==> src/rtl/core/threshold_burst_detector_macros.svh <==
// Assertion macros for the burst detector RTL, used by tbd_core.
`ifndef THRESHOLD_BURST_DETECTOR_MACROS_SVH
`define THRESHOLD_BURST_DETECTOR_MACROS_SVH

// Same-cycle implication, sampled on clock, quiet during reset.
`define TBD_ASSERT_IMPL(label, ante, cons, msg) \
   label: assert property (@(posedge clock) disable iff (reset) (ante) |-> (cons)) \
      else $error(msg);

// Next-cycle implication, sampled on clock, quiet during reset.
`define TBD_ASSERT_NEXT(label, ante, cons, msg) \
   label: assert property (@(posedge clock) disable iff (reset) (ante) |=> (cons)) \
      else $error(msg);

`endif

==> src/rtl/core/tbd_pkg.sv <==
// Types and constants shared by the burst detector files.
package tbd_pkg;

   localparam int SampleBits = 16;
   localparam int IndexBits  = 21;
   // record length at which the last sample is forced as record end
   localparam logic [31:0] MaxSamples = 32'd1048576;

   typedef logic signed [SampleBits-1:0] sample_type;
   typedef logic [IndexBits-1:0]         index_type;

   typedef struct packed {
      index_type start_index;
      index_type end_index;
      logic      last_in_run;
   } result_type;

   // up to two results per request; second implies first
   typedef struct packed {
      logic       first_valid;
      logic       second_valid;
      result_type first;
      result_type second;
   } result_push_type;

endpackage

==> src/rtl/core/tbd_req_if.sv <==
// Request channel: one sample per request.
interface tbd_req_if import tbd_pkg::*; ();
   logic       valid;
   logic       ready;
   sample_type sample;
   logic       end_of_record;

   modport source (output valid, sample, end_of_record, input ready);
   modport sink (input valid, sample, end_of_record, output ready);
endinterface

==> src/rtl/core/tbd_rsp_if.sv <==
// Result channel: one burst start/end pair per transfer.
interface tbd_rsp_if import tbd_pkg::*; ();
   logic      valid;
   logic      ready;
   index_type start_index;
   index_type end_index;
   logic      last_in_run;

   modport source (output valid, start_index, end_index, last_in_run, input ready);
   modport sink (input valid, start_index, end_index, last_in_run, output ready);
endinterface

==> src/rtl/core/tbd_core.sv <==
// Input register, threshold register and burst detection state.
`include "threshold_burst_detector_macros.svh"

module tbd_core import tbd_pkg::*; (
   input  logic            clock,
   input  logic            reset,
   input  logic            csr_write_enable,
   input  sample_type      csr_write_data,
   tbd_req_if.sink         req_chan,
   input  logic            push_room,
   output result_push_type push
);

   // input register
   logic       s1_valid_ff, s1_valid_in;
   sample_type s1_sample_ff;
   logic       s1_eor_ff;

   sample_type threshold_ff;

   // record state
   sample_type previous_sample_ff, previous_sample_in;
   index_type  sample_count_ff, sample_count_in;
   logic       in_burst_ff, in_burst_in;
   index_type  open_start_ff, open_start_in;
   index_type  last_nonrising_ff, last_nonrising_in;
   logic       end_pending_ff, end_pending_in;
   index_type  pending_start_ff, pending_start_in;

   logic                        advance;
   logic                        accept;
   logic                        have_prev;
   logic                        last_flag;
   logic signed [SampleBits:0]  diff;
   index_type                   idx_k;
   index_type                   idx_len;

   // per-step values before the record-end clear
   logic       step_in_burst;
   index_type  step_open_start;
   index_type  step_last_nonrising;
   logic       step_end_pending;
   index_type  step_pending_start;
   result_push_type push_raw;

   assign advance        = s1_valid_ff && push_room;
   assign req_chan.ready = !s1_valid_ff || advance;
   assign accept         = req_chan.valid && req_chan.ready;

   always_comb begin
      s1_valid_in = s1_valid_ff;
      if (accept) begin
         s1_valid_in = 1'b1;
      end else if (advance) begin
         s1_valid_in = 1'b0;
      end
   end

   always_ff @(posedge clock) begin
      if (reset) begin
         s1_valid_ff <= 1'b0;
      end else begin
         s1_valid_ff <= s1_valid_in;
      end
   end

   always_ff @(posedge clock) begin
      if (accept) begin
         s1_sample_ff <= req_chan.sample;
         s1_eor_ff    <= req_chan.end_of_record;
      end
   end

   always_ff @(posedge clock) begin
      if (reset) begin
         threshold_ff <= '0;
      end else if (csr_write_enable) begin
         threshold_ff <= csr_write_data;
      end
   end

   // count never wraps: the record is cut at MaxSamples
   assign have_prev = (sample_count_ff != '0);
   assign diff      = {s1_sample_ff[SampleBits-1], s1_sample_ff}
                    - {previous_sample_ff[SampleBits-1], previous_sample_ff};
   assign idx_k     = sample_count_ff - 1'b1;
   assign idx_len   = sample_count_ff + 1'b1;
   assign last_flag = s1_eor_ff || ((32'(sample_count_ff) + 32'd1) >= MaxSamples);

   always_comb begin
      step_in_burst       = in_burst_ff;
      step_open_start     = open_start_ff;
      step_last_nonrising = last_nonrising_ff;
      step_end_pending    = end_pending_ff;
      step_pending_start  = pending_start_ff;
      push_raw            = '0;

      if (have_prev) begin
         // pending end stops at first non-falling step
         if (step_end_pending && !diff[SampleBits]) begin
            push_raw.first_valid       = 1'b1;
            push_raw.first.start_index = step_pending_start;
            push_raw.first.end_index   = idx_k;
            step_end_pending           = 1'b0;
         end
         if (diff[SampleBits] || diff == '0) begin
            step_last_nonrising = idx_k;
         end
         if (step_in_burst) begin
            if (previous_sample_ff < threshold_ff && diff[SampleBits]) begin
               step_in_burst      = 1'b0;
               step_end_pending   = 1'b1;
               step_pending_start = step_open_start;
            end
         end else if (previous_sample_ff > threshold_ff && !diff[SampleBits]
                      && diff != '0) begin
            step_in_burst   = 1'b1;
            step_open_start = step_last_nonrising;
         end
      end

      if (last_flag) begin
         if (step_end_pending) begin
            if (push_raw.first_valid) begin
               push_raw.second_valid       = 1'b1;
               push_raw.second.start_index = step_pending_start;
               push_raw.second.end_index   = sample_count_ff;
            end else begin
               push_raw.first_valid       = 1'b1;
               push_raw.first.start_index = step_pending_start;
               push_raw.first.end_index   = sample_count_ff;
            end
         end
         if (step_in_burst) begin
            if (push_raw.first_valid) begin
               push_raw.second_valid       = 1'b1;
               push_raw.second.start_index = step_open_start;
               push_raw.second.end_index   = idx_len;
            end else begin
               push_raw.first_valid       = 1'b1;
               push_raw.first.start_index = step_open_start;
               push_raw.first.end_index   = idx_len;
            end
         end
      end

      if (push_raw.second_valid) begin
         push_raw.second.last_in_run = 1'b1;
      end else if (push_raw.first_valid) begin
         push_raw.first.last_in_run = 1'b1;
      end

      push_raw.first_valid  = push_raw.first_valid && advance;
      push_raw.second_valid = push_raw.second_valid && advance;
   end

   assign push = push_raw;

   always_comb begin
      previous_sample_in = previous_sample_ff;
      sample_count_in    = sample_count_ff;
      in_burst_in        = in_burst_ff;
      open_start_in      = open_start_ff;
      last_nonrising_in  = last_nonrising_ff;
      end_pending_in     = end_pending_ff;
      pending_start_in   = pending_start_ff;
      if (advance) begin
         if (last_flag) begin
            previous_sample_in = '0;
            sample_count_in    = '0;
            in_burst_in        = 1'b0;
            open_start_in      = '0;
            last_nonrising_in  = '0;
            end_pending_in     = 1'b0;
            pending_start_in   = '0;
         end else begin
            previous_sample_in = s1_sample_ff;
            sample_count_in    = idx_len;
            in_burst_in        = step_in_burst;
            open_start_in      = step_open_start;
            last_nonrising_in  = step_last_nonrising;
            end_pending_in     = step_end_pending;
            pending_start_in   = step_pending_start;
         end
      end
   end

   always_ff @(posedge clock) begin
      if (reset) begin
         previous_sample_ff <= '0;
         sample_count_ff    <= '0;
         in_burst_ff        <= 1'b0;
         open_start_ff      <= '0;
         last_nonrising_ff  <= '0;
         end_pending_ff     <= 1'b0;
         pending_start_ff   <= '0;
      end else begin
         previous_sample_ff <= previous_sample_in;
         sample_count_ff    <= sample_count_in;
         in_burst_ff        <= in_burst_in;
         open_start_ff      <= open_start_in;
         last_nonrising_ff  <= last_nonrising_in;
         end_pending_ff     <= end_pending_in;
         pending_start_ff   <= pending_start_in;
      end
   end

   `TBD_ASSERT_IMPL(a_burst_or_pending, 1'b1, !(in_burst_ff && end_pending_ff), "open burst with pending end")
   `TBD_ASSERT_NEXT(a_record_cleared, advance && last_flag, (sample_count_ff == '0) && !in_burst_ff && !end_pending_ff, "record state not cleared")
   `TBD_ASSERT_IMPL(a_push_order, push.second_valid, push.first_valid && !push.first.last_in_run && push.second.last_in_run, "bad result order")
   `TBD_ASSERT_IMPL(a_count_bound, 1'b1, (32'(sample_count_ff) < MaxSamples), "sample count past limit")

endmodule

==> src/rtl/core/tbd_result_fifo.sv <==
// Result queue: takes up to two results a cycle, hands out one while rsp ready is high.
module tbd_result_fifo import tbd_pkg::*; #(
   parameter int DEPTH = 4
) (
   input  logic            clock,
   input  logic            reset,
   input  result_push_type push,
   output logic            push_room,
   tbd_rsp_if.source       rsp_chan
);

   localparam int PtrBits   = (DEPTH > 1) ? $clog2(DEPTH) : 1;
   localparam int CountBits = $clog2(DEPTH + 1);

   result_type mem_ff [DEPTH];

   logic [PtrBits-1:0]   wr_ptr_ff, wr_ptr_in;
   logic [PtrBits-1:0]   rd_ptr_ff, rd_ptr_in;
   logic [CountBits-1:0] count_ff, count_in;
   logic [PtrBits-1:0]   wr_addr_second;
   logic                 pop;
   result_type           head;

   function automatic logic [PtrBits-1:0] ptr_inc(input logic [PtrBits-1:0] p);
      return (p == PtrBits'(DEPTH - 1)) ? '0 : p + 1'b1;
   endfunction

   // room for a full two-result request, judged before this cycle's pop
   assign push_room = (count_ff <= CountBits'(DEPTH - 2));

   assign head                 = mem_ff[rd_ptr_ff];
   assign rsp_chan.valid       = (count_ff != '0);
   assign rsp_chan.start_index = head.start_index;
   assign rsp_chan.end_index   = head.end_index;
   assign rsp_chan.last_in_run = head.last_in_run;
   assign pop                  = rsp_chan.valid && rsp_chan.ready;
   assign wr_addr_second       = ptr_inc(wr_ptr_ff);

   always_comb begin
      wr_ptr_in = wr_ptr_ff;
      if (push.second_valid) begin
         wr_ptr_in = ptr_inc(wr_addr_second);
      end else if (push.first_valid) begin
         wr_ptr_in = wr_addr_second;
      end
      rd_ptr_in = pop ? ptr_inc(rd_ptr_ff) : rd_ptr_ff;
      count_in  = count_ff + CountBits'(push.first_valid) + CountBits'(push.second_valid)
                - CountBits'(pop);
   end

   always_ff @(posedge clock) begin
      if (reset) begin
         wr_ptr_ff <= '0;
         rd_ptr_ff <= '0;
         count_ff  <= '0;
      end else begin
         wr_ptr_ff <= wr_ptr_in;
         rd_ptr_ff <= rd_ptr_in;
         count_ff  <= count_in;
      end
   end

   always_ff @(posedge clock) begin
      if (push.first_valid) begin
         mem_ff[wr_ptr_ff] <= push.first;
      end
      if (push.second_valid) begin
         mem_ff[wr_addr_second] <= push.second;
      end
   end

endmodule

==> src/rtl/core/threshold_burst_detector.sv <==
// A request is held in the input register; its results go to the result queue and out on rsp.
// A request with two results shows the second once the first has been taken.
// Throughput: one request per cycle, bounded by the result port (one result a cycle)
// and by the result queue, which takes a request only with room for two results.
// Reset (synchronous, high) clears the threshold, the record state and the queue.
module threshold_burst_detector import tbd_pkg::*; #(
   parameter int RESULT_DEPTH = 4
) (
   input  logic       clock,
   input  logic       reset,
   input  logic       csr_write_enable,
   input  sample_type csr_write_data,
   tbd_req_if.sink    req_chan,
   tbd_rsp_if.source  rsp_chan
);

   // Flow: request register -> detection step (compares and one subtract
   // against the previous sample) -> result queue -> rsp.
   result_push_type push;
   logic            push_room;

   // Detection: holds the threshold, the previous sample, the sample index,
   // the open burst start and any close that still waits for its end.
   tbd_core u_core (
      .clock            (clock),
      .reset            (reset),
      .csr_write_enable (csr_write_enable),
      .csr_write_data   (csr_write_data),
      .req_chan         (req_chan),
      .push_room        (push_room),
      .push             (push)
   );

   // Result queue: parts the request side from a stalled result side.
   tbd_result_fifo #(
      .DEPTH (RESULT_DEPTH)
   ) u_result_fifo (
      .clock     (clock),
      .reset     (reset),
      .push      (push),
      .push_room (push_room),
      .rsp_chan  (rsp_chan)
   );

endmodule

==> src/flat_wrapper.sv <==
// flat-port wrapper written by rule: the top's interface ports become plain ports
module threshold_burst_detector_flat import tbd_pkg::*;
#(
   parameter int RESULT_DEPTH = 4
)
  (clock, reset, csr_write_enable, csr_write_data, req_chan_valid, req_chan_sample, req_chan_end_of_record, req_chan_ready, rsp_chan_valid, rsp_chan_start_index, rsp_chan_end_index, rsp_chan_last_in_run, rsp_chan_ready);
  tbd_req_if req_chan_i ();
  tbd_rsp_if rsp_chan_i ();
  input  logic clock;
  input  logic reset;
  input  logic csr_write_enable;
  input  sample_type csr_write_data;
  input wire logic [$bits(req_chan_i.valid)-1:0] req_chan_valid;
  input wire logic [$bits(req_chan_i.sample)-1:0] req_chan_sample;
  input wire logic [$bits(req_chan_i.end_of_record)-1:0] req_chan_end_of_record;
  output wire logic [$bits(req_chan_i.ready)-1:0] req_chan_ready;
  output wire logic [$bits(rsp_chan_i.valid)-1:0] rsp_chan_valid;
  output wire logic [$bits(rsp_chan_i.start_index)-1:0] rsp_chan_start_index;
  output wire logic [$bits(rsp_chan_i.end_index)-1:0] rsp_chan_end_index;
  output wire logic [$bits(rsp_chan_i.last_in_run)-1:0] rsp_chan_last_in_run;
  input wire logic [$bits(rsp_chan_i.ready)-1:0] rsp_chan_ready;
  assign req_chan_i.valid = req_chan_valid;
  assign req_chan_i.sample = req_chan_sample;
  assign req_chan_i.end_of_record = req_chan_end_of_record;
  assign req_chan_ready = req_chan_i.ready;
  assign rsp_chan_valid = rsp_chan_i.valid;
  assign rsp_chan_start_index = rsp_chan_i.start_index;
  assign rsp_chan_end_index = rsp_chan_i.end_index;
  assign rsp_chan_last_in_run = rsp_chan_i.last_in_run;
  assign rsp_chan_i.ready = rsp_chan_ready;
  threshold_burst_detector #(.RESULT_DEPTH(RESULT_DEPTH)) u_core (.clock(clock), .reset(reset), .csr_write_enable(csr_write_enable), .csr_write_data(csr_write_data), .req_chan(req_chan_i), .rsp_chan(rsp_chan_i));
endmodule
==> config.mk <==
export PLATFORM = sky130hd
export DESIGN_NAME = threshold_burst_detector_flat
export DESIGN_NICKNAME = d
export VERILOG_FILES = /design/src/rtl/core/tbd_pkg.sv /design/src/rtl/core/tbd_req_if.sv /design/src/rtl/core/tbd_rsp_if.sv /design/src/rtl/core/tbd_core.sv /design/src/rtl/core/tbd_result_fifo.sv /design/src/rtl/core/threshold_burst_detector.sv /design/src/flat_wrapper.sv
export VERILOG_INCLUDE_DIRS = /design/src /design/src/rtl/core
export SDC_FILE = /design/constraint.sdc
export NUM_CORES = 1
export LEC_CHECK = 0
export ABC_AREA = 0
export BUFFER_PORTS_ARGS = -buffer_cell sky130_fd_sc_hd__buf_2
export CAP_MARGIN = 20
export CORE_MARGIN = 10
export CORE_UTILIZATION = 30
export DETAILED_ROUTE_END_ITERATION = 6
export MAX_ROUTING_LAYER = met4
export SYNTH_ARGS = -nofsm -noshare
export SYNTH_HDL_FRONTEND = slang
export SYNTH_SLANG_ARGS = --single-unit
==> constraint.sdc <==
create_clock -name clock -period 6.1 [get_ports clock]
set_input_delay 0.915 -clock clock [delete_from_list [all_inputs] [get_ports clock]]
set_output_delay 0.915 -clock clock [all_outputs]
set_load 0.03 [all_outputs]
==> results of run 1 <==
==> registers in the layout (all words and copies together), names as in the netlist, named ones only <==
name,flops
u_core.u_core.end_pending_ff,1
u_core.u_core.in_burst_ff,1
u_core.u_core.last_nonrising_ff,21
u_core.u_core.open_start_ff,21
u_core.u_core.pending_start_ff,21
u_core.u_core.previous_sample_ff,16
u_core.u_core.s1_eor_ff,1
u_core.u_core.s1_sample_ff,16
u_core.u_core.s1_valid_ff,1
u_core.u_core.sample_count_ff,21
u_core.u_core.threshold_ff,16
u_core.u_result_fifo.count_ff,3
u_core.u_result_fifo.mem_ff,172
u_core.u_result_fifo.rd_ptr_ff,2
u_core.u_result_fifo.wr_ptr_ff,2
==> layout make-up <==
type	instances	area, sq um	area share
clock inverter	18	221	0.0118
multi-input combinational	1039	7570	0.402
clock buffer	48	956	0.0508
tap	696	871	0.0463
sequential	317	8240	0.438
timing repair buffer	117	766	0.0407
inverter	53	199	0.0106
==> metal layers <==
metal | GRT usage | vias to the layer above
met5 | - | -
met4 | 0.0513 | 0
met3 | 0.0248 | 75
met2 | 0.245 | 518
met1 | 0.197 | 6363
li1 | - | 5951
==> logic make-up (layout without fill, tap and decap cells) <==
kind of cell	after synthesis	count (layout)
AOI/OAI and AO/OA	421	421
xor gates and xnor gates	47	47
adders and majority gates	47	47
buffers and inverters	192	236
DFF	317	317
muxes	89	89
and+or+nand+nor	435	435
==> cell usage after synthesis (6+ instances only) <==
cell type    n  share of area
ha_1        44          0.033
nand2_1     92          0.021
nand3_1     47          0.014
xor2_1      25          0.013
nand4b_1    23          0.012
o211ai_1    11         0.0050
dfxtp_1    128           0.16
or3_1       12         0.0045
a31oi_1      7         0.0027
edfxtp_1   189           0.34
o311ai_0    21          0.011
xnor2_1     22          0.012
a22oi_1     42          0.019
nor2b_1      6         0.0023
mux4_2      43          0.059
inv_1       53          0.012
nand2b_1    49          0.019
nor2_1     103          0.023
a21oi_1     81          0.025
mux2i_1     46          0.028
buf_1       11         0.0025
o2bb2ai_1   22          0.012
nor4_1      16         0.0061
o22ai_1    134          0.051
o21ai_0     42          0.013
buf_2       27         0.0082
nand4_1      9         0.0034
and3_1      10         0.0038
clkbuf_1    98          0.022
o21ai_1     19         0.0058
nor3_1      33          0.010
a21o_1       8         0.0036
==> power breakdown <==
group	switching (mW)	internal [mW]
Clock	0.902	1.28
Sequential	0.0688	2.31
Combinational	0.806	0.434
==> cells in the final DEF, fill, tap and decap left out, types with 43 or more instances in the layout <==
cell type,Yosys,routed
mux4_2,43,43
nand2_1,92,88
a21oi_1,81,80
nor2_1,103,103
edfxtp_1,189,189
dfxtp_1,128,126
nand2b_1,49,48
ha_1,44,44
mux2i_1,46,46
nand3_1,47,47
buf_2,27,81
inv_1,53,53
o22ai_1,134,134
==> worst max-delay path by stage <==
stage / start / end / slack (ns) / cells past startpoint
after CTS: u_core.u_core.s1_sample_ff[0]$_DFFE_PP_ / u_core.u_result_fifo.count_ff[2]$_SDFF_PP0_ / 1.28 / 19
after global routing: u_core.u_core.s1_sample_ff[0]$_DFFE_PP_ / u_core.u_result_fifo.count_ff[2]$_SDFF_PP0_ / 0.83 / 19
final: u_core.u_core.s1_sample_ff[0]$_DFFE_PP_ / u_core.u_result_fifo.count_ff[2]$_SDFF_PP0_ / 1.23 / 19
after floorplan: u_core.u_core.s1_sample_ff[0]$_DFFE_PP_ / u_core.u_result_fifo.count_ff[2]$_SDFF_PP0_ / 1.63 / 20
after global placement: u_core.u_core.s1_sample_ff[0]$_DFFE_PP_ / u_core.u_result_fifo.count_ff[2]$_SDFF_PP0_ / 1.38 / 19
after detailed placement: u_core.u_core.s1_sample_ff[0]$_DFFE_PP_ / u_core.u_result_fifo.count_ff[2]$_SDFF_PP0_ / 1.28 / 19
==> through the flow <==
step | power [mW] | area [sq um] | utilization | instances | hold WS [ns]
final | 5.81 | 18800 | 0.348 | 2288 | 0.480
after global routing | 6.05 | 18800 | 0.348 | 2288 | 0.510
after CTS | 5.86 | 18800 | 0.347 | 2285 | 0.479
after detailed placement | 3.68 | 17600 | 0.325 | 2219 | 0.471
after global placement | 3.66 | 17500 | 0.324 | 2217 | 0.460
after floorplan | 3.28 | 16500 | - | 1548 | 0.449
==> worst register-to-register path, cell delays in order (launching register included) <==
cell and delay [ns]:
edfxtp_1 0.35, inv_1 0.05, ha_1 0.24, fa_1 0.47, nand2b_1 0.18, a21oi_1 0.23
or3_1 0.16, a21oi_1 0.12, a21oi_1 0.33, o22a_1 0.32, nand2_1 0.07, buf_4 0.24
nor3_1 0.50, nand2_1 0.15, ha_1 0.31, inv_1 0.05, fa_1 0.39, fa_1 0.39
xor2_1 0.16, nor2_1 0.05
==> flow_metrics.py, run 1 <==
metrics = {
    "outcome": {
        "status": "complete, no violations",
    },
    "critical_path": {
        "path_cells": "inv_1 > ha_1 > fa_1 > nand2b_1 > a21oi_1 > or3_1 > a21oi_1 > a21oi_1 > o22a_1 > nand2_1 > buf_4 > nor3_1 > nand2_1 > ha_1 > inv_1 > fa_1 > fa_1 > xor2_1 > nor2_1",
        "reg2reg_to": "u_core.u_result_fifo.count_ff[2]$_SDFF_PP0_",
        "critPathTopFamily": "adder cells",
        "critPathLaunchType": "register",
        "crit_type": "register to register",
        "r2r-start": "u_core.u_core.s1_sample_ff[0]$_DFFE_PP_",
        "critPathBufInv": 3,
        "r2r_cells": 19,
        "crit_arrival_ns": 5.28,
        "crit_slowest_cell": "nor3_1",
        "r2r_slack_ns": 1.23,
        "path_max_fanout": 23,
        "end_kind": "register",
        "required_ns": 6.51,
        "max_stage_delay_ns": 0.50,
    },
    "synth": {
        "synth-seq-cells": 317,
        "ys_seq_area_frac": 0.499,
        "postSynthNetCount": 1633,
        "synth_xor_area_frac": 0.0249,
        "syn-mean-instance-area_sq_um": 10.7,
        "synthAdderAreaFrac": 0.0370,
        "netlist_instances": 1548,
        "synth_area_sq_mm": 0.0165,
        "ys_warn_count": 0,
        "synth.distinct_cells": 67,
        "synth_compound_area_frac": 0.167,
        "synth_top_family_by_area": "compound AO/OA/AOI/OAI gates",
        "synth-simple-area-share": 0.139,
        "synth.area.mux_share": 0.0865,
        "async_flop_share": 0,
        "synth_edf_count": 189,
        "synth_flop_cell": "edfxtp_1",
    },
    "routing": {
        "route.met3.wl_mm": 3.28,
        "vias_per_cell": 5.64,
        "ant_nets": 0,
        "firstDrtPassIters": 7,
        "wl_met2_mm": 23.4,
        "totalWireLength_mm": 49.5,
        "drt_iter0_drc": 1302,
        "via_count": 12900,
        "drc": 0,
        "wl_per_cell_um": 21.6,
        "top_layer": "met4",
        "wl_met1_mm": 21.6,
    },
    "clocking": {
        "cts_setup_buffers": 0,
        "cts_tree": "done",
        "cts_hold_repair.buffers": 0,
        "clkLatencyLatePin_ns": 0.56,
        "clk_pin_slew_worst_paths_ns": 0.06,
        "htree_levels": 2,
        "clock-sinks": 317,
        "clockRootBuffer": "clkbuf_16",
        "numCtsBuffers": 36,
        "cts_resized": 0,
        "clockBufferDepth": 3,
    },
    "sta": {
        "period_share": 0.798,
        "setup_violations": 0,
        "final.setup.worst_slack_ns": 1.23,
        "hold_viol": 0,
        "slew_violations": 0,
        "finalClockSkew_ns": 0.0280,
        "rsz0062_at_grt": "no",
        "fmax_ghz": 0.205,
        "relSlewSlack": 0.338,
        "tightestPinTransition_ns": 0.990,
        "min_period_ns": 4.87,
        "fin_tns_setup_ns": 0,
    },
    "grt": {
        "track_usage": 0.154,
        "grt_pass1_vias": 13000,
        "grt_overflow": 0,
        "antenna_found_initial": 0,
        "grt_max_degree": 73,
        "grt_pass1_wl_mm": 76.5,
    },
    "cells_and_area": {
        "fill_cells": 5361,
        "antenna_cells": 0,
        "drive_gt1_frac": 0.151,
        "area_delta_synth_final_pct": 14.0,
        "nets": 1649,
    },
    "worst_hold_path": {
        "min_delay_worst_endpoint": "u_core.u_core.previous_sample_ff[15]$_SDFFE_PP0P_",
        "hp-class": "register to register",
        "whs_path_depth": 2,
        "min-delay-start": "u_core.u_core.previous_sample_ff[15]$_SDFFE_PP0P_",
    },
    "placed_design": {
        "routabilityCongestion": 0.946,
        "dp_slack_ns": 1.28,
        "portBuffers": 82,
        "place_hpwl_mm": 31.1,
    },
    "pwr": {
        "ir_worst_vdd_mv": 0.181,
        "leakagePower_nw": 6.36,
        "powerDensity_mw_per_mm2": 309,
    },
    "floorplanning": {
        "die-area_sq_mm": 0.0648,
        "coreArea_sq_mm": 0.0541,
        "ios": 83,
        "die_x_um": 255,
        "row_count": 85,
        "initial_core_util": 0.305,
        "die_y_um": 255,
    },
    "job": {
        "drv_cap": 0,
    },
}
No activity file was read; power rests on OpenSTA's default activity.
==> inputs of run 2 (changes only) <==
- clock period: 6.1 -> 4 ns (I/O delays scaled with it)
==> flow_metrics.py, run 2 (same netlist as run 1, synthesis figures left out) <==
metrics = {
    "pwr": {
        "switching_share": 0.305,
        "power_frac_comb": 0.223,
        "power.share.clock": 0.387,
        "sequentialPowerShare": 0.390,
        "total_power_mw": 9.33,
        "p_int_mw": 6.48,
        "p_sw_mw": 2.85,
        "powerDensity_mw_per_mm2": 468,
        "ir_worst_vdd_mv": 0.295,
        "leakagePower_nw": 6.86,
    },
    "critical_path": {
        "max_stage_delay_ns": 0.53,
        "path_max_fanout": 3,
        "crit_slowest_cell": "fa_2",
        "end_kind": "register",
        "r2r-start": "u_core.u_core.s1_sample_ff[1]$_DFFE_PP_",
        "critPathLaunchType": "register",
        "critPathTopFamily": "adder cells",
        "critPathBufInv": 3,
        "path_cells": "buf_4 > inv_1 > fa_2 > nand2b_4 > a21oi_4 > or3_4 > a21oi_4 > a21oi_2 > or2_4 > and2_4 > nor3_4 > nand2_1 > ha_1 > inv_2 > fa_2 > fa_2 > nor2b_4",
        "crit_arrival_ns": 4.40,
        "required_ns": 4.51,
        "reg2reg_to": "u_core.u_result_fifo.count_ff[1]$_SDFF_PP0_",
        "r2r_slack_ns": 0.11,
        "crit_type": "register to register",
        "cpMostUsedCell": "fa_2",
        "r2r_cells": 17,
    },
    "sta": {
        "tightestPinTransition_ns": 1.03,
        "fmax_ghz": 0.257,
        "hold_viol": 0,
        "period_share": 0.972,
        "rsz0062_at_grt": "yes",
        "finalClockSkew_ns": 0.0283,
        "setup_violations": 0,
        "final.setup.worst_slack_ns": 0.113,
        "min_period_ns": 3.89,
        "slew_violations": 0,
        "relSlewSlack": 0.312,
    },
    "worst_hold_path": {
        "hp-class": "input port to register",
        "min-delay-start": "req_chan_sample[14]",
        "min_delay_worst_endpoint": "u_core.u_core.s1_sample_ff[14]$_DFFE_PP_",
        "whs_path_depth": 1,
    },
    "routing": {
        "drc": 0,
        "wl_per_cell_um": 21.5,
        "firstDrtPassIters": 5,
        "via_count": 13300,
        "drt_iter0_drc": 1051,
        "ant_nets": 0,
        "vias_per_cell": 5.58,
        "totalWireLength_mm": 51.1,
    },
    "cells_and_area": {
        "area_delta_synth_final_pct": 20.7,
        "nets": 1734,
        "largest_register": "u_core.u_result_fifo.mem_ff",
        "utilization": 0.368,
        "antenna_cells": 0,
        "largest_register_ff_count": 172,
        "finalNonFillerCells": 2375,
        "mostFrequentLayoutCell": "edfxtp_1",
        "fill_cells": 5289,
        "layout_common_cells": "edfxtp_1 (189), o22ai_1 (134), dfxtp_1 (122)",
        "drive_gt1_frac": 0.228,
    },
    "floorplanning": {
        "die_y_um": 255,
        "die-area_sq_mm": 0.0648,
        "die_x_um": 255,
        "row_count": 85,
        "initial_core_util": 0.305,
        "ios": 83,
        "coreArea_sq_mm": 0.0541,
    },
    "clocking": {
        "clockRootBuffer": "clkbuf_16",
        "numCtsBuffers": 38,
        "htree_levels": 2,
        "cts_tree": "done",
        "clockBufferDepth": 3,
        "clkLatencyLatePin_ns": 0.58,
        "clk_pin_slew_worst_paths_ns": 0.06,
        "clock-sinks": 317,
    },
    "grt": {
        "grt_overflow": 0,
        "grt_pass1_wl_mm": 78.3,
        "grt_max_degree": 92,
        "grt_pass1_vias": 13100,
        "antenna_found_initial": 0,
        "track_usage": 0.159,
    },
    "placed_design": {
        "dp_slack_ns": -0.0180,
        "portBuffers": 82,
        "routabilityCongestion": 0.932,
        "dp.cells": 2302,
        "place_hpwl_mm": 33.2,
    },
    "job": {
        "drv_cap": 0,
    },
    "outcome": {
        "status": "complete, no violations",
    },
}
==> run 2: cell count changes in the layout (fill, tap and decap cells not counted), moves of 6 or more <==
cell	before	now
buf_4	29	103
mux2i_1	46	37
ha_4	0	6
a21oi_1	80	74
ha_1	44	38
buf_12	2	13
mux2i_2	0	9
==> run 2: per-stage QoR <==
step                      setup TNS, ns  area [sq um]  hold WS [ns]
after detailed placement        -0.0302         18400         0.470
final                                 0         19900         0.210
after floorplan                 -0.0218         16600         0.449
after global routing             -0.243         19900         0.203
after global placement                0         18400         0.461
after CTS                             0         19700         0.189
==> run 2: repair_timing <==
item / in CTS / in global routing
gates resized for setup: 1 / 47
hold buffers: 0 / 0
setup buffers: 0 / 3
endpoints found under the setup margin: 2 / 155
pin swaps: 1 / 24
==> run 2: how the worst max path moves through the flow <==
| stage | cells after the start | end | slack (ns) | startpoint |
|---|---|---|---|---|
| finish | 17 | u_core.u_result_fifo.count_ff[1]$_SDFF_PP0_ | 0.11 | u_core.u_core.s1_sample_ff[1]$_DFFE_PP_ |
| CTS | 18 | u_core.u_result_fifo.count_ff[2]$_SDFF_PP0_ | 0.02 | u_core.u_core.s1_sample_ff[0]$_DFFE_PP_ |
| floorplan | 20 | u_core.u_result_fifo.count_ff[2]$_SDFF_PP0_ | -0.02 | u_core.u_core.s1_sample_ff[0]$_DFFE_PP_ |
| global route | 18 | u_core.u_result_fifo.count_ff[1]$_SDFF_PP0_ | -0.07 | u_core.u_core.s1_sample_ff[0]$_DFFE_PP_ |
| global placement | 18 | u_core.u_result_fifo.count_ff[2]$_SDFF_PP0_ | 0.04 | u_core.u_core.s1_sample_ff[0]$_DFFE_PP_ |
| detailed placement | 18 | u_core.u_result_fifo.count_ff[2]$_SDFF_PP0_ | -0.02 | u_core.u_core.s1_sample_ff[0]$_DFFE_PP_ |
==> run 2: area by class of cell <==
type | instances | area, sq um | area share
clock buffers | 45 | 977 | 0.0490
repair buffers | 200 | 1470 | 0.0739
clock inverters | 25 | 334 | 0.0168
multi-input cells | 1039 | 7820 | 0.393
inverters | 53 | 199 | 0.00999
flip-flops and latches | 317 | 8250 | 0.414
well taps | 696 | 871 | 0.0437
==> run 2: power groups by stage <==
stage	logic (mW)	registers (mW)	clock network (mW)
floorplan	1.39	3.63	0
global placement	2.01	3.70	0
detailed placement	2.02	3.71	0
CTS	2.03	3.64	3.67
global route	2.25	3.65	3.80
finish	2.08	3.64	3.61
==> run 2: metal layers <==
layer / GRT usage / vias up / share of wire
met1: 0.206 / 6554 / 0.43
met3: 0.0236 / 87 / 0.063
met2: 0.250 / 505 / 0.47
met5: - / - / 0
met4: 0.0559 / 0 / 0.032
li1: - / 6114 / -
==> inputs of run 3 (changes only) <==
- clock period: 4 -> 4.18 ns (I/O delays scaled with it)
==> flow_metrics.py, run 3 (same netlist as run 1, synthesis figures left out) <==
metrics = {
    "routing": {
        "totalWireLength_mm": 50.4,
        "wl_per_cell_um": 21.5,
        "firstDrtPassIters": 6,
        "drt_iter0_drc": 1100,
        "vias_per_cell": 5.59,
        "drc": 0,
        "via_count": 13100,
        "ant_nets": 0,
    },
    "sta": {
        "final.setup.worst_slack_ns": 0.197,
        "tightestPinTransition_ns": 1.00,
        "fmax_ghz": 0.251,
        "rsz0062_at_grt": "no",
        "period_share": 0.953,
        "relSlewSlack": 0.331,
        "min_period_ns": 3.98,
        "hold_viol": 0,
        "slew_violations": 0,
        "finalClockSkew_ns": 0.0308,
        "setup_violations": 0,
    },
    "placed_design": {
        "dp_slack_ns": 0.0664,
        "place_hpwl_mm": 31.8,
        "place_area_sq_mm": 0.0181,
        "portBuffers": 82,
        "routabilityCongestion": 0.915,
    },
    "cells_and_area": {
        "area_delta_synth_final_pct": 18.5,
        "mostFrequentLayoutCell": "edfxtp_1",
        "drive_gt1_frac": 0.188,
        "largest_register_ff_count": 172,
        "nets": 1696,
        "largest_register": "u_core.u_result_fifo.mem_ff",
        "final_area_sq_mm": 0.0196,
        "utilization": 0.361,
        "layout_common_cells": "edfxtp_1 (189), o22ai_1 (134), dfxtp_1 (125)",
    },
    "pwr": {
        "total_power_mw": 9.12,
        "ir_worst_vdd_mv": 0.295,
        "powerDensity_mw_per_mm2": 466,
        "leakagePower_nw": 6.72,
    },
    "floorplanning": {
        "die_y_um": 255,
        "row_count": 85,
        "coreArea_sq_mm": 0.0541,
        "die_x_um": 255,
        "die-area_sq_mm": 0.0648,
        "ios": 83,
        "initial_core_util": 0.305,
    },
    "clocking": {
        "clockRootBuffer": "clkbuf_16",
        "cts_tree": "done",
        "cts_setup_buffers": 0,
        "htree_levels": 2,
        "cts_hold_repair.buffers": 0,
        "cts_resized": 0,
        "clock-sinks": 317,
        "clk_pin_slew_worst_paths_ns": 0.06,
        "clkLatencyLatePin_ns": 0.59,
        "numCtsBuffers": 38,
        "clockBufferDepth": 3,
    },
    "critical_path": {
        "reg2reg_to": "u_core.u_result_fifo.mem_ff[3][42]$_DFFE_PP_",
        "crit_type": "register to register",
        "path_max_fanout": 26,
        "critPathLaunchType": "register",
        "crit_arrival_ns": 4.28,
        "r2r_cells": 13,
        "r2r_slack_ns": 0.20,
        "end_kind": "register",
        "r2r-start": "u_core.u_core.s1_sample_ff[2]$_DFFE_PP_",
        "startpoint": "u_core.u_core.s1_sample_ff[2]$_DFFE_PP_",
        "required_ns": 4.47,
        "cp-endpoint": "u_core.u_result_fifo.mem_ff[3][42]$_DFFE_PP_",
    },
    "grt": {
        "grt_pass1_vias": 13000,
        "grt_max_degree": 92,
        "grt_pass1_wl_mm": 77.8,
        "grt_overflow": 0,
        "track_usage": 0.158,
        "antenna_found_initial": 1,
    },
    "outcome": {
        "status": "complete, no violations",
    },
    "worst_hold_path": {
        "hp-class": "input port to register",
    },
    "job": {
        "drv_cap": 0,
    },
}
run 3: cell types whose count changed in the layout (fill, tap and decap cells not counted), sizes merged:
cell,before,now
bufinv,6,9
clkinvlp,4,3
clkinv,14,12
diode,0,1
buf,200,162
run 3: where the power goes:
part,internal (mW),switching [mW],total [mW]
sequential,3.38,0.172,3.55
clock,2.34,1.43,3.77
combinational,0.682,1.12,1.80
run 3: layout make-up:
cell class	instances	area, sq um
fill	5292	34600
sequential	317	8240
multi-input combinational	1039	7590
timing repair buffer	162	1190
clock buffer	45	1020
tap	696	871
clock inverter	25	435
inverter	53	199
antenna	1	2.50
run 3: routing by layer:
layer	global-route usage	share of wire	vias to the layer above
met4	0.0508	0.027	0
met5	-	0	-
met1	0.197	0.43	6412
met3	0.0299	0.067	91
met2	0.254	0.48	529
li1	-	-	6038
run 3: worst min-delay path by stage:
stage,start,endpoint,slack [ns],depth (start not counted)
global placement,u_core.u_core.previous_sample_ff[3]$_SDFFE_PP0P_,u_core.u_core.previous_sample_ff[3]$_SDFFE_PP0P_,0.46,2
CTS,req_chan_sample[12],u_core.u_core.s1_sample_ff[12]$_DFFE_PP_,0.20,1
floorplan,u_core.u_core.previous_sample_ff[0]$_SDFFE_PP0P_,u_core.u_core.previous_sample_ff[0]$_SDFFE_PP0P_,0.45,2
global route,req_chan_sample[7],u_core.u_core.s1_sample_ff[7]$_DFFE_PP_,0.20,1
finish,req_chan_sample[12],u_core.u_core.s1_sample_ff[12]$_DFFE_PP_,0.23,1
detailed placement,u_core.u_core.previous_sample_ff[4]$_SDFFE_PP0P_,u_core.u_core.previous_sample_ff[4]$_SDFFE_PP0P_,0.47,2
run 3: per-stage QoR:
stage	hold slack (ns)	setup TNS, ns	std cells
4_1_cts	0.201	0	2337
5_1_grt	0.203	0	2338
2_1_floorplan	0.449	-0.322	1548
3_5_place_dp	0.467	0	2267
6_report	0.228	0	2338
3_3_place_gp	0.464	0	2267
run 3: critical path, stage by stage (launching register included):
cell and delay, ns:
edfxtp_1 0.39, ha_1 0.35, nor2_1 0.18, a211oi_2 0.09
or3_1 0.35, a2111oi_1 0.40, nand4_1 0.16, a211o_1 0.36
nor4_4 0.26, buf_4 0.39, nor3_2 0.18, nor2_4 0.27
buf_12 0.22, o22ai_1 0.08
